--- src/rtl/tanimoto_similarity_unit_macros.svh ---
// ----------------------------------------------------------------------------
// Tanimoto similarity unit assertion macros
// Shared concurrent assertion forms, clocked on i_clk and disabled in reset.
// ----------------------------------------------------------------------------
`ifndef TANIMOTO_SIMILARITY_UNIT_MACROS_SVH
`define TANIMOTO_SIMILARITY_UNIT_MACROS_SVH

// Same-cycle implication.
`define TSU_ASSERT_IMPL(label, ante, cons) \
    label: assert property (@(posedge i_clk) disable iff (!i_rst_n) (ante) |-> (cons)) \
        else $error("tsu: same-cycle check failed");

// Next-cycle implication.
`define TSU_ASSERT_NEXT(label, ante, cons) \
    label: assert property (@(posedge i_clk) disable iff (!i_rst_n) (ante) |=> (cons)) \
        else $error("tsu: next-cycle check failed");

`endif

--- src/rtl/tsu_pkg.sv ---
`timescale 1ns / 1ps
// ----------------------------------------------------------------------------
// Tanimoto similarity unit package
// Shared constants, the per-vector tail information and width helpers.
// ----------------------------------------------------------------------------
package tsu_pkg;

    localparam int DEF_MAX_LENGTH = 1024;
    localparam int DEF_VALUE_BITS = 16;
    localparam int MAX_SUM_W      = 64;
    localparam int SIM_W          = 16;
    localparam int ELEM_COUNT_W   = 11;
    localparam int FRAC_STEPS     = 15;
    localparam int Q_DEPTH        = 2;

    localparam logic [SIM_W-1:0] ONE_Q14 = SIM_W'(16384);

    typedef struct packed {
        logic                    overflow;
        logic [ELEM_COUNT_W-1:0] count;
    } t_tail_info;

    function automatic int sum_width(input int value_bits, input int max_length);
        int w;
        w = 2 * value_bits + $clog2(max_length + 1) + 2;
        return (w > MAX_SUM_W) ? MAX_SUM_W : w;
    endfunction

endpackage

--- src/rtl/tanimoto_similarity_unit.sv ---
// Throughput: one item per cycle while o_stall is low; o_stall holds the input when the
// last item of a vector pair meets a full queue. The back-end divider works on one vector
// pair at a time and skips the division when the denominator is zero or the ratio saturates,
// and a two-entry queue absorbs short vectors. Reset is synchronous, active low, and clears all control state.
`timescale 1ns / 1ps
// ----------------------------------------------------------------------------
// Tanimoto similarity unit
// Streams element pairs of two vectors and returns their Tanimoto coefficient.
// ----------------------------------------------------------------------------
module tanimoto_similarity_unit import tsu_pkg::*; #(
    parameter int MAX_LENGTH = DEF_MAX_LENGTH,
    parameter int VALUE_BITS = DEF_VALUE_BITS
) (
    input  logic                         i_clk,
    input  logic                         i_rst_n,
    input  logic                         i_valid,
    output logic                         o_stall,
    input  logic signed [VALUE_BITS-1:0] i_first_value,
    input  logic signed [VALUE_BITS-1:0] i_second_value,
    input  logic                         i_last_element,
    output logic                         o_valid,
    input  logic                         i_stall,
    output logic signed [SIM_W-1:0]      o_similarity,
    output logic                         o_zero_denominator,
    output logic                         o_length_overflow,
    output logic [ELEM_COUNT_W-1:0]      o_element_count
);

    localparam int SUM_W  = sum_width(VALUE_BITS, MAX_LENGTH);
    localparam int INFO_W = $bits(t_tail_info);
    localparam int QD_W   = 3 * SUM_W + INFO_W;

    logic              w_push;
    logic              w_full;
    logic [SUM_W-1:0]  w_push_xy;
    logic [SUM_W-1:0]  w_push_xx;
    logic [SUM_W-1:0]  w_push_yy;
    t_tail_info        w_push_info;
    logic [QD_W-1:0]   w_push_data;
    logic              w_pop_valid;
    logic              w_pop;
    logic [QD_W-1:0]   w_pop_data;

    tsu_front #(
        .MAX_LENGTH (MAX_LENGTH),
        .VALUE_BITS (VALUE_BITS)
    ) u_front (
        .i_clk          (i_clk),
        .i_rst_n        (i_rst_n),
        .i_valid        (i_valid),
        .o_stall        (o_stall),
        .i_first_value  (i_first_value),
        .i_second_value (i_second_value),
        .i_last_element (i_last_element),
        .o_push         (w_push),
        .i_full         (w_full),
        .o_push_xy      (w_push_xy),
        .o_push_xx      (w_push_xx),
        .o_push_yy      (w_push_yy),
        .o_push_info    (w_push_info)
    );

    assign w_push_data = {w_push_xy, w_push_xx, w_push_yy, w_push_info};

    tsu_queue #(
        .DATA_W (QD_W)
    ) u_queue (
        .i_clk       (i_clk),
        .i_rst_n     (i_rst_n),
        .i_push      (w_push),
        .i_push_data (w_push_data),
        .o_full      (w_full),
        .o_pop_valid (w_pop_valid),
        .o_pop_data  (w_pop_data),
        .i_pop       (w_pop)
    );

    tsu_divider #(
        .SUM_W (SUM_W)
    ) u_divider (
        .i_clk              (i_clk),
        .i_rst_n            (i_rst_n),
        .i_pop_valid        (w_pop_valid),
        .o_pop              (w_pop),
        .i_xy               (w_pop_data[QD_W-1 -: SUM_W]),
        .i_xx               (w_pop_data[QD_W-SUM_W-1 -: SUM_W]),
        .i_yy               (w_pop_data[INFO_W+SUM_W-1 -: SUM_W]),
        .i_info             (t_tail_info'(w_pop_data[INFO_W-1:0])),
        .o_valid            (o_valid),
        .i_stall            (i_stall),
        .o_similarity       (o_similarity),
        .o_zero_denominator (o_zero_denominator),
        .o_length_overflow  (o_length_overflow),
        .o_element_count    (o_element_count)
    );

endmodule

--- src/rtl/tsu_front.sv ---
`timescale 1ns / 1ps
// ----------------------------------------------------------------------------
// Tanimoto similarity front end
// Accepts element pairs, forms the three products and accumulates the sums.
// ----------------------------------------------------------------------------
module tsu_front import tsu_pkg::*; #(
    parameter int MAX_LENGTH = DEF_MAX_LENGTH,
    parameter int VALUE_BITS = DEF_VALUE_BITS
) (
    input  logic                           i_clk,
    input  logic                           i_rst_n,
    input  logic                           i_valid,
    output logic                           o_stall,
    input  logic signed [VALUE_BITS-1:0]   i_first_value,
    input  logic signed [VALUE_BITS-1:0]   i_second_value,
    input  logic                           i_last_element,
    output logic                           o_push,
    input  logic                           i_full,
    output logic [sum_width(VALUE_BITS, MAX_LENGTH)-1:0] o_push_xy,
    output logic [sum_width(VALUE_BITS, MAX_LENGTH)-1:0] o_push_xx,
    output logic [sum_width(VALUE_BITS, MAX_LENGTH)-1:0] o_push_yy,
    output t_tail_info                     o_push_info
);

    localparam int SUM_W  = sum_width(VALUE_BITS, MAX_LENGTH);
    localparam int CNT_W  = $clog2(MAX_LENGTH + 1);
    localparam int PROD_W = 2 * VALUE_BITS;

    logic                         r_in_valid;
    logic                         r_in_last;
    logic signed [VALUE_BITS-1:0] r_in_x;
    logic signed [VALUE_BITS-1:0] r_in_y;
    logic                         r_p_valid;
    logic                         r_p_last;
    logic signed [PROD_W-1:0]     r_p_xx;
    logic signed [PROD_W-1:0]     r_p_yy;
    logic signed [PROD_W-1:0]     r_p_xy;
    logic signed [SUM_W-1:0]      r_sum_xx;
    logic signed [SUM_W-1:0]      r_sum_yy;
    logic signed [SUM_W-1:0]      r_sum_xy;
    logic [CNT_W-1:0]             r_count;
    logic                         r_ovf;

    logic signed [SUM_W-1:0]      n_sum_xx;
    logic signed [SUM_W-1:0]      n_sum_yy;
    logic signed [SUM_W-1:0]      n_sum_xy;
    logic [CNT_W-1:0]             n_count;
    logic                         n_ovf;
    logic                         w_hold;
    logic                         w_take;

    assign w_hold  = r_p_valid & r_p_last & i_full;
    assign o_stall = w_hold;
    assign w_take  = r_count < CNT_W'(MAX_LENGTH);

    always_comb begin
        n_sum_xx = r_sum_xx;
        n_sum_yy = r_sum_yy;
        n_sum_xy = r_sum_xy;
        n_count  = r_count;
        n_ovf    = r_ovf | ~w_take;
        if (w_take) begin
            n_sum_xx = r_sum_xx + SUM_W'(r_p_xx);
            n_sum_yy = r_sum_yy + SUM_W'(r_p_yy);
            n_sum_xy = r_sum_xy + SUM_W'(r_p_xy);
            n_count  = r_count + CNT_W'(1);
        end
    end

    assign o_push            = r_p_valid & r_p_last & ~i_full;
    assign o_push_xx         = n_sum_xx;
    assign o_push_yy         = n_sum_yy;
    assign o_push_xy         = n_sum_xy;
    assign o_push_info.overflow = n_ovf;
    assign o_push_info.count    = ELEM_COUNT_W'(n_count);

    always_ff @(posedge i_clk) begin
        if (!i_rst_n) begin
            r_in_valid <= 1'b0;
            r_p_valid  <= 1'b0;
            r_sum_xx   <= '0;
            r_sum_yy   <= '0;
            r_sum_xy   <= '0;
            r_count    <= '0;
            r_ovf      <= 1'b0;
        end else if (!w_hold) begin
            r_in_valid <= i_valid;
            r_p_valid  <= r_in_valid;
            if (r_p_valid) begin
                if (r_p_last) begin
                    r_sum_xx <= '0;
                    r_sum_yy <= '0;
                    r_sum_xy <= '0;
                    r_count  <= '0;
                    r_ovf    <= 1'b0;
                end else begin
                    r_sum_xx <= n_sum_xx;
                    r_sum_yy <= n_sum_yy;
                    r_sum_xy <= n_sum_xy;
                    r_count  <= n_count;
                    r_ovf    <= n_ovf;
                end
            end
        end
    end

    always_ff @(posedge i_clk) begin
        if (!w_hold) begin
            r_in_x    <= i_first_value;
            r_in_y    <= i_second_value;
            r_in_last <= i_last_element;
            r_p_last  <= r_in_last;
            r_p_xx    <= r_in_x * r_in_x;
            r_p_yy    <= r_in_y * r_in_y;
            r_p_xy    <= r_in_x * r_in_y;
        end
    end

endmodule

--- src/rtl/tsu_queue.sv ---
`timescale 1ns / 1ps
// ----------------------------------------------------------------------------
// Tanimoto similarity result queue
// Short first-in first-out buffer of finished sums between front and back.
// ----------------------------------------------------------------------------
module tsu_queue import tsu_pkg::*; #(
    parameter int DATA_W = 1
) (
    input  logic              i_clk,
    input  logic              i_rst_n,
    input  logic              i_push,
    input  logic [DATA_W-1:0] i_push_data,
    output logic              o_full,
    output logic              o_pop_valid,
    output logic [DATA_W-1:0] o_pop_data,
    input  logic              i_pop
);

    localparam int PTR_W = (Q_DEPTH > 1) ? $clog2(Q_DEPTH) : 1;
    localparam int CNT_W = $clog2(Q_DEPTH + 1);

    logic [DATA_W-1:0] r_mem [Q_DEPTH];
    logic [PTR_W-1:0]  r_wr_ptr;
    logic [PTR_W-1:0]  r_rd_ptr;
    logic [CNT_W-1:0]  r_count;

    assign o_full      = r_count == CNT_W'(Q_DEPTH);
    assign o_pop_valid = r_count != '0;
    assign o_pop_data  = r_mem[r_rd_ptr];

    always_ff @(posedge i_clk) begin
        if (!i_rst_n) begin
            r_wr_ptr <= '0;
            r_rd_ptr <= '0;
            r_count  <= '0;
        end else begin
            if (i_push) begin
                r_wr_ptr <= r_wr_ptr + PTR_W'(1);
            end
            if (i_pop) begin
                r_rd_ptr <= r_rd_ptr + PTR_W'(1);
            end
            unique case ({i_push, i_pop})
                2'b10:   r_count <= r_count + CNT_W'(1);
                2'b01:   r_count <= r_count - CNT_W'(1);
                default: r_count <= r_count;
            endcase
        end
    end

    always_ff @(posedge i_clk) begin
        if (i_push) begin
            r_mem[r_wr_ptr] <= i_push_data;
        end
    end

endmodule

--- src/rtl/tsu_divider.sv ---
`timescale 1ns / 1ps
// ----------------------------------------------------------------------------
// Tanimoto similarity back end
// Forms the denominator and runs a restoring divider to a rounded Q2.14 result.
// ----------------------------------------------------------------------------
`include "tanimoto_similarity_unit_macros.svh"

module tsu_divider import tsu_pkg::*; #(
    parameter int SUM_W = sum_width(DEF_VALUE_BITS, DEF_MAX_LENGTH)
) (
    input  logic                    i_clk,
    input  logic                    i_rst_n,
    input  logic                    i_pop_valid,
    output logic                    o_pop,
    input  logic [SUM_W-1:0]        i_xy,
    input  logic [SUM_W-1:0]        i_xx,
    input  logic [SUM_W-1:0]        i_yy,
    input  t_tail_info              i_info,
    output logic                    o_valid,
    input  logic                    i_stall,
    output logic signed [SIM_W-1:0] o_similarity,
    output logic                    o_zero_denominator,
    output logic                    o_length_overflow,
    output logic [ELEM_COUNT_W-1:0] o_element_count
);

    localparam int STEP_W = $clog2(FRAC_STEPS);

    typedef enum logic [2:0] {
        S_IDLE,
        S_DEN,
        S_CMP,
        S_DIV,
        S_OUT
    } t_state;

    t_state                  r_state;
    logic [SUM_W-1:0]        r_xy;
    logic [SUM_W-1:0]        r_xx;
    logic [SUM_W-1:0]        r_yy;
    t_tail_info              r_info;
    logic [SUM_W-1:0]        r_den;
    logic [SUM_W-1:0]        r_rem;
    logic                    r_neg;
    logic                    r_zd;
    logic                    r_sat;
    logic [FRAC_STEPS-1:0]   r_frac;
    logic [STEP_W-1:0]       r_step;
    logic                    r_o_valid;
    logic signed [SIM_W-1:0] r_o_sim;
    logic                    r_o_zd;
    logic                    r_o_ovf;
    logic [ELEM_COUNT_W-1:0] r_o_count;

    logic                    w_out_free;
    logic [SUM_W-1:0]        w_den;
    logic [SUM_W-1:0]        w_mag;
    logic [SUM_W-1:0]        w_shift;
    logic                    w_ge;
    logic [SIM_W-1:0]        w_round;
    logic [SIM_W-1:0]        w_q;
    logic [SIM_W-1:0]        w_q_sat;
    logic [SIM_W-1:0]        w_sim;

    assign w_out_free = ~r_o_valid | ~i_stall;
    assign o_pop      = (r_state == S_IDLE) & i_pop_valid;

    assign w_den   = r_xx + r_yy - r_xy;
    assign w_mag   = r_xy[SUM_W-1] ? SUM_W'(0) - r_xy : r_xy;
    assign w_shift = {r_rem[SUM_W-2:0], 1'b0};
    assign w_ge    = w_shift >= r_den;
    assign w_round = SIM_W'(r_frac) + SIM_W'(1);
    assign w_q     = w_round >> 1;
    assign w_q_sat = (r_sat || (w_q > ONE_Q14)) ? ONE_Q14 : w_q;
    assign w_sim   = r_zd ? '0 : (r_neg ? SIM_W'(0) - w_q_sat : w_q_sat);

    always_ff @(posedge i_clk) begin
        if (!i_rst_n) begin
            r_state   <= S_IDLE;
            r_o_valid <= 1'b0;
        end else begin
            if ((r_state == S_OUT) && w_out_free) begin
                r_o_valid <= 1'b1;
            end else if (!i_stall) begin
                r_o_valid <= 1'b0;
            end
            unique case (r_state)
                S_IDLE: begin
                    if (i_pop_valid) begin
                        r_xy    <= i_xy;
                        r_xx    <= i_xx;
                        r_yy    <= i_yy;
                        r_info  <= i_info;
                        r_state <= S_DEN;
                    end
                end
                S_DEN: begin
                    r_den   <= w_den;
                    r_rem   <= w_mag;
                    r_neg   <= r_xy[SUM_W-1];
                    r_state <= S_CMP;
                end
                S_CMP: begin
                    r_zd   <= (r_den == '0) | r_den[SUM_W-1];
                    r_sat  <= r_rem >= r_den;
                    r_frac <= '0;
                    r_step <= '0;
                    if ((r_den == '0) || r_den[SUM_W-1] || (r_rem >= r_den)) begin
                        r_state <= S_OUT;
                    end else begin
                        r_state <= S_DIV;
                    end
                end
                S_DIV: begin
                    r_rem  <= w_ge ? w_shift - r_den : w_shift;
                    r_frac <= {r_frac[FRAC_STEPS-2:0], w_ge};
                    r_step <= r_step + STEP_W'(1);
                    if (r_step == STEP_W'(FRAC_STEPS - 1)) begin
                        r_state <= S_OUT;
                    end
                end
                S_OUT: begin
                    if (w_out_free) begin
                        r_o_sim   <= w_sim;
                        r_o_zd    <= r_zd;
                        r_o_ovf   <= r_info.overflow;
                        r_o_count <= r_info.count;
                        r_state   <= S_IDLE;
                    end
                end
                default: r_state <= S_IDLE;
            endcase
        end
    end

    assign o_valid            = r_o_valid;
    assign o_similarity       = r_o_sim;
    assign o_zero_denominator = r_o_zd;
    assign o_length_overflow  = r_o_ovf;
    assign o_element_count    = r_o_count;

    `TSU_ASSERT_IMPL(a_rem_below_den, r_state == S_DIV, r_rem < r_den)
    `TSU_ASSERT_IMPL(a_zero_den_gives_zero, r_o_valid && r_o_zd, r_o_sim == '0)
    `TSU_ASSERT_NEXT(a_out_loads, r_state == S_OUT && w_out_free, r_o_valid && r_state == S_IDLE)
    `TSU_ASSERT_IMPL(a_sim_in_range, r_o_valid, r_o_sim <= $signed(ONE_Q14) && r_o_sim >= -$signed(ONE_Q14))

endmodule
--- config.mk ---
export PLATFORM = sky130hd
export DESIGN_NAME = tanimoto_similarity_unit
export DESIGN_NICKNAME = d
export VERILOG_FILES = /design/src/rtl/tsu_pkg.sv /design/src/rtl/tanimoto_similarity_unit.sv /design/src/rtl/tsu_front.sv /design/src/rtl/tsu_queue.sv /design/src/rtl/tsu_divider.sv
export VERILOG_INCLUDE_DIRS = /design/src /design/src/rtl
export SDC_FILE = /design/constraint.sdc
export NUM_CORES = 2
export LEC_CHECK = 0
export BUFFER_PORTS_ARGS = -buffer_cell sky130_fd_sc_hd__buf_2
export CAP_MARGIN = 20
export CORE_ASPECT_RATIO = 1.1
export CORE_MARGIN = 1
export CORE_UTILIZATION = 56
export CTS_CLUSTER_SIZE = 8
export DETAILED_ROUTE_END_ITERATION = 7
export GPL_TIMING_DRIVEN = 0
export PLACE_DENSITY = 0.75
export SYNTH_ARGS = -nofsm -noshare
export SYNTH_HDL_FRONTEND = slang
export SYNTH_SLANG_ARGS = --single-unit
export TNS_END_PERCENT = 50
--- constraint.sdc ---
create_clock -name i_clk -period 7 [get_ports i_clk]
set_input_delay 0.7 -clock i_clk [delete_from_list [all_inputs] [get_ports i_clk]]
set_output_delay 0.7 -clock i_clk [all_outputs]
set_load 0.02 [all_outputs]
==> results.py <==
metrics = {
    "clock_network": {
        "cts_tree": "done",
        "cts_max_level": 3,
        "clk_pin_slew_worst_paths_ns": 0.06,
        "cts_buffers": 121,
        "clockBufferDepth": 3,
        "ctsHoldBuffers": 0,
        "clkSinkCount": 867,
        "cts.root.buffer_cell": "clkbuf_16",
        "clk-insertion-delay-late_ns": 0.76,
    },
    "placement": {
        "gp_congestion": 1.03,
        "dp_hpwl_um": 163000,
        "dp.cells": 9082,
        "port_buffers": 67,
        "dp_slack_ns": -1.44,
    },
    "run": {
        "drv_cap": 0,
    },
    "route": {
        "first_pass_iters": 6,
        "via_count": 53800,
        "wl_per_cell_um": 22.0,
        "wirelength_um": 206000,
        "drc_errors": 0,
        "avgViaCountPerCell": 5.75,
        "drtIter0Drc": 4303,
        "ant_nets": 0,
    },
    "sta": {
        "tightest_slew_ns": 1.19,
        "setup_viol": 0,
        "worst_slack_ns": 0.107,
        "finalMaxSlewViolations": 0,
        "final.setup.tns_ns": 0,
        "slew-limit-headroom_pct": 20.8,
        "hold_viol_final": 0,
        "post-route-period-util_pct": 98.5,
        "clock.fmax_mhz": 145,
        "finalCriticalPeriod_ns": 6.89,
        "clock_skew_ns": 0.0969,
    },
    "min_path": {
        "hold_path_class": "in2reg",
    },
    "die": {
        "die_area_mm2": 0.134,
        "die-width_um": 349,
        "ios": 68,
        "num_rows": 139,
        "die_y_um": 384,
        "core_area_mm2": 0.131,
        "start_util_pct": 56.7,
    },
    "synth": {
        "async_reset_ff_share_pct": 0,
        "synth.net_count": 8577,
        "netlist.area_leader.share_pct": 28.7,
        "ys_seq_area_share_pct": 33.0,
        "synth_seq_cells": 867,
        "yosys_warnings": 0,
        "synth.area.top_cells": "edfxtp_1 (29%), fa_1 (21%), ha_1 (8.9%)",
        "synthFlopType": "edfxtp_1",
        "synth_area_leader_cell": "edfxtp_1",
        "avgSynthCellArea_um2": 10.3,
        "yosysUniqueCellTypes": 83,
        "synth_edf_count": 710,
        "netlist_area_mm2": 0.0742,
        "netlist_instances": 7233,
    },
    "layout": {
        "area_growth_syn_to_layout_pct": 10.7,
        "multi_input_area_mm2": 0.0447,
        "fin_cells": 9367,
        "drive_above_1_share_pct": 8.77,
        "nFillCells": 10400,
        "register_area_mm2": 0.0245,
        "nets": 8841,
        "layout_common_cells": "inv_1 (1185), fa_1 (764), edfxtp_1 (710)",
        "layout_commonest_cell": "inv_1",
    },
    "worst_setup_path": {
        "cp-end-kind": "flip-flop",
        "timing.critical_path.fanout_max": 10,
        "reg2reg_to": "u_front.r_p_yy[31]",
        "crit_path_start": "u_front.r_in_y[5]",
        "rrSetupSlack_ns": 0.11,
        "crit_end": "u_front.r_p_yy[31]",
        "cp.required_ns": 7.51,
        "timing.rr.start": "u_front.r_in_y[5]",
        "ff2ff_path_depth": 23,
        "critPathArrivalTime_ns": 7.41,
        "start_kind": "flip-flop",
        "crit_type": "reg2reg",
    },
    "grt": {
        "grt_usage_pct": 30.9,
        "grt_overflow": 0,
        "grt_max_degree": 72,
        "grt_pass1_vias": 55700,
        "grt_pass1_wl_um": 314000,
        "antenna_found_initial": 4,
    },
    "run_status": {
        "status": "complete, no violations",
    },
}
==> metal layers <==
metal  vias up  part of all wire [%]  GRT usage, %
met5         -                0.0063             0
met4         2                   8.2          22.1
met3       652                   6.3          4.07
met2      2169                    48          52.0
met1     26300                    38          36.7
li1      24700                     -             -
==> how the worst min path moves through the flow <==
stage	from	to	slack [ns]	cells past startpoint
after floorplan	u_divider.r_info[0]	u_divider.o_element_count[0]	0.40	0
after global placement	u_divider.r_info[9]	u_divider.o_element_count[9]	0.40	0
after detailed placement	u_divider.r_info[3]	u_divider.o_element_count[3]	0.40	0
after CTS	i_second_value[10]	u_front.r_in_y[10]	0.09	1
after global routing	i_last_element	u_front.r_in_last	0.11	1
final	i_second_value[10]	u_front.r_in_y[10]	0.13	1
==> repair_timing <==
action,CTS,global route
buffers inserted,55,17
resized for setup,193,91
pin swaps,6,23
setup endpoints to repair,42,14
==> synthesized netlist by cell type (8+ instances only) <==
cell,number
mux2i_1,22
nand2_1,661
dfxtp_1,157
a21boi_0,28
a21oi_1,323
o21bai_1,50
nand2b_1,53
clkbuf_1,239
inv_1,1187
o21a_1,49
xnor2_1,256
a31oi_1,28
mux2_2,161
ha_1,531
nor2b_1,126
a221o_1,8
and2_1,217
and3_1,35
nand3_1,80
nand3b_1,11
or2_2,19
or4_1,13
a22oi_1,70
o31ai_1,31
xor2_1,144
nand4_1,42
nor3_1,55
a31o_2,13
o41ai_1,13
a22o_1,13
nor4_1,23
and4_1,9
o211ai_1,39
or3_1,23
a211oi_1,41
nor2_1,294
edfxtp_1,710
o21ai_0,373
fa_1,776
a21o_1,167
buf_1,16
==> state kept, by name, indices dropped and copies added, names as in the netlist, 31 cells and up <==
name,cells
u_front.r_sum_yy,45
u_front.r_p_xy,32
u_front.r_p_xx,31
u_front.r_sum_xx,45
u_divider.r_xx,45
u_divider.r_den,45
u_divider.r_xy,45
u_front.r_sum_xy,45
u_divider.r_rem,45
u_divider.r_yy,45
u_queue.r_mem,294
u_front.r_p_yy,31
==> layout make-up <==
| cell class | count | share of cell area (%) |
|---|---|---|
| clock inverters | 9 | 0.257 |
| plain buffers | 241 | 1.58 |
| well taps | 1762 | 2.68 |
| clock buffers | 219 | 4.23 |
| diodes | 3 | 0.00914 |
| inverters | 1194 | 5.49 |
| flip-flops and latches | 867 | 29.8 |
| multi-input cells | 4913 | 54.4 |
| repair buffers | 159 | 1.60 |
==> kinds of logic (layout without fill, tap and decap cells) <==
group	count (synthesis)	count (layout)	synth area share (%)
other	0	3	0
AO/OA/AOI/OAI	1339	1339	11.4
XOR/XNOR	400	400	4.72
adder cells (fa/ha/maj)	1307	1307	29.9
multiplexers	183	183	2.74
flip-flops	867	867	33.0
buffers and inverters	1453	1822	7.37
AND/OR/NAND/NOR	1684	1684	10.9
==> stage by stage <==
| step | util, % | instance area (um^2) | hold slack [ns] |
|---|---|---|---|
| 2_1_floorplan | - | 74200 | 0.400 |
| 5_1_grt | 62.7 | 82100 | 0.113 |
| 3_5_place_dp | 59.0 | 77200 | 0.405 |
| 6_report | 62.7 | 82200 | 0.128 |
| 4_1_cts | 62.5 | 81800 | 0.0865 |
| 3_3_place_gp | 58.6 | 76800 | 0.402 |
==> worst max-delay path, stage by stage, from the launching register on <==
cell and delay, ns:
edfxtp_1 0.57, buf_6 0.25, and2_1 0.18, ha_1 0.30, a31o_2 0.29, fa_1 0.59, fa_2 0.46, fa_1 0.47
fa_1 0.52, inv_1 0.05, fa_1 0.48, inv_1 0.04, ha_2 0.31, a21o_1 0.17, a21o_1 0.17, a21o_1 0.16
a21oi_1 0.16, o21ai_1 0.13, or3_1 0.34, o211a_1 0.30, o21a_1 0.22, o21ai_2 0.13, a21oi_1 0.12, xnor2_2 0.28
Power is left out: the tool's default activity adds up to more than one toggle a clock period on the data nets, which glitch-free logic cannot reach.
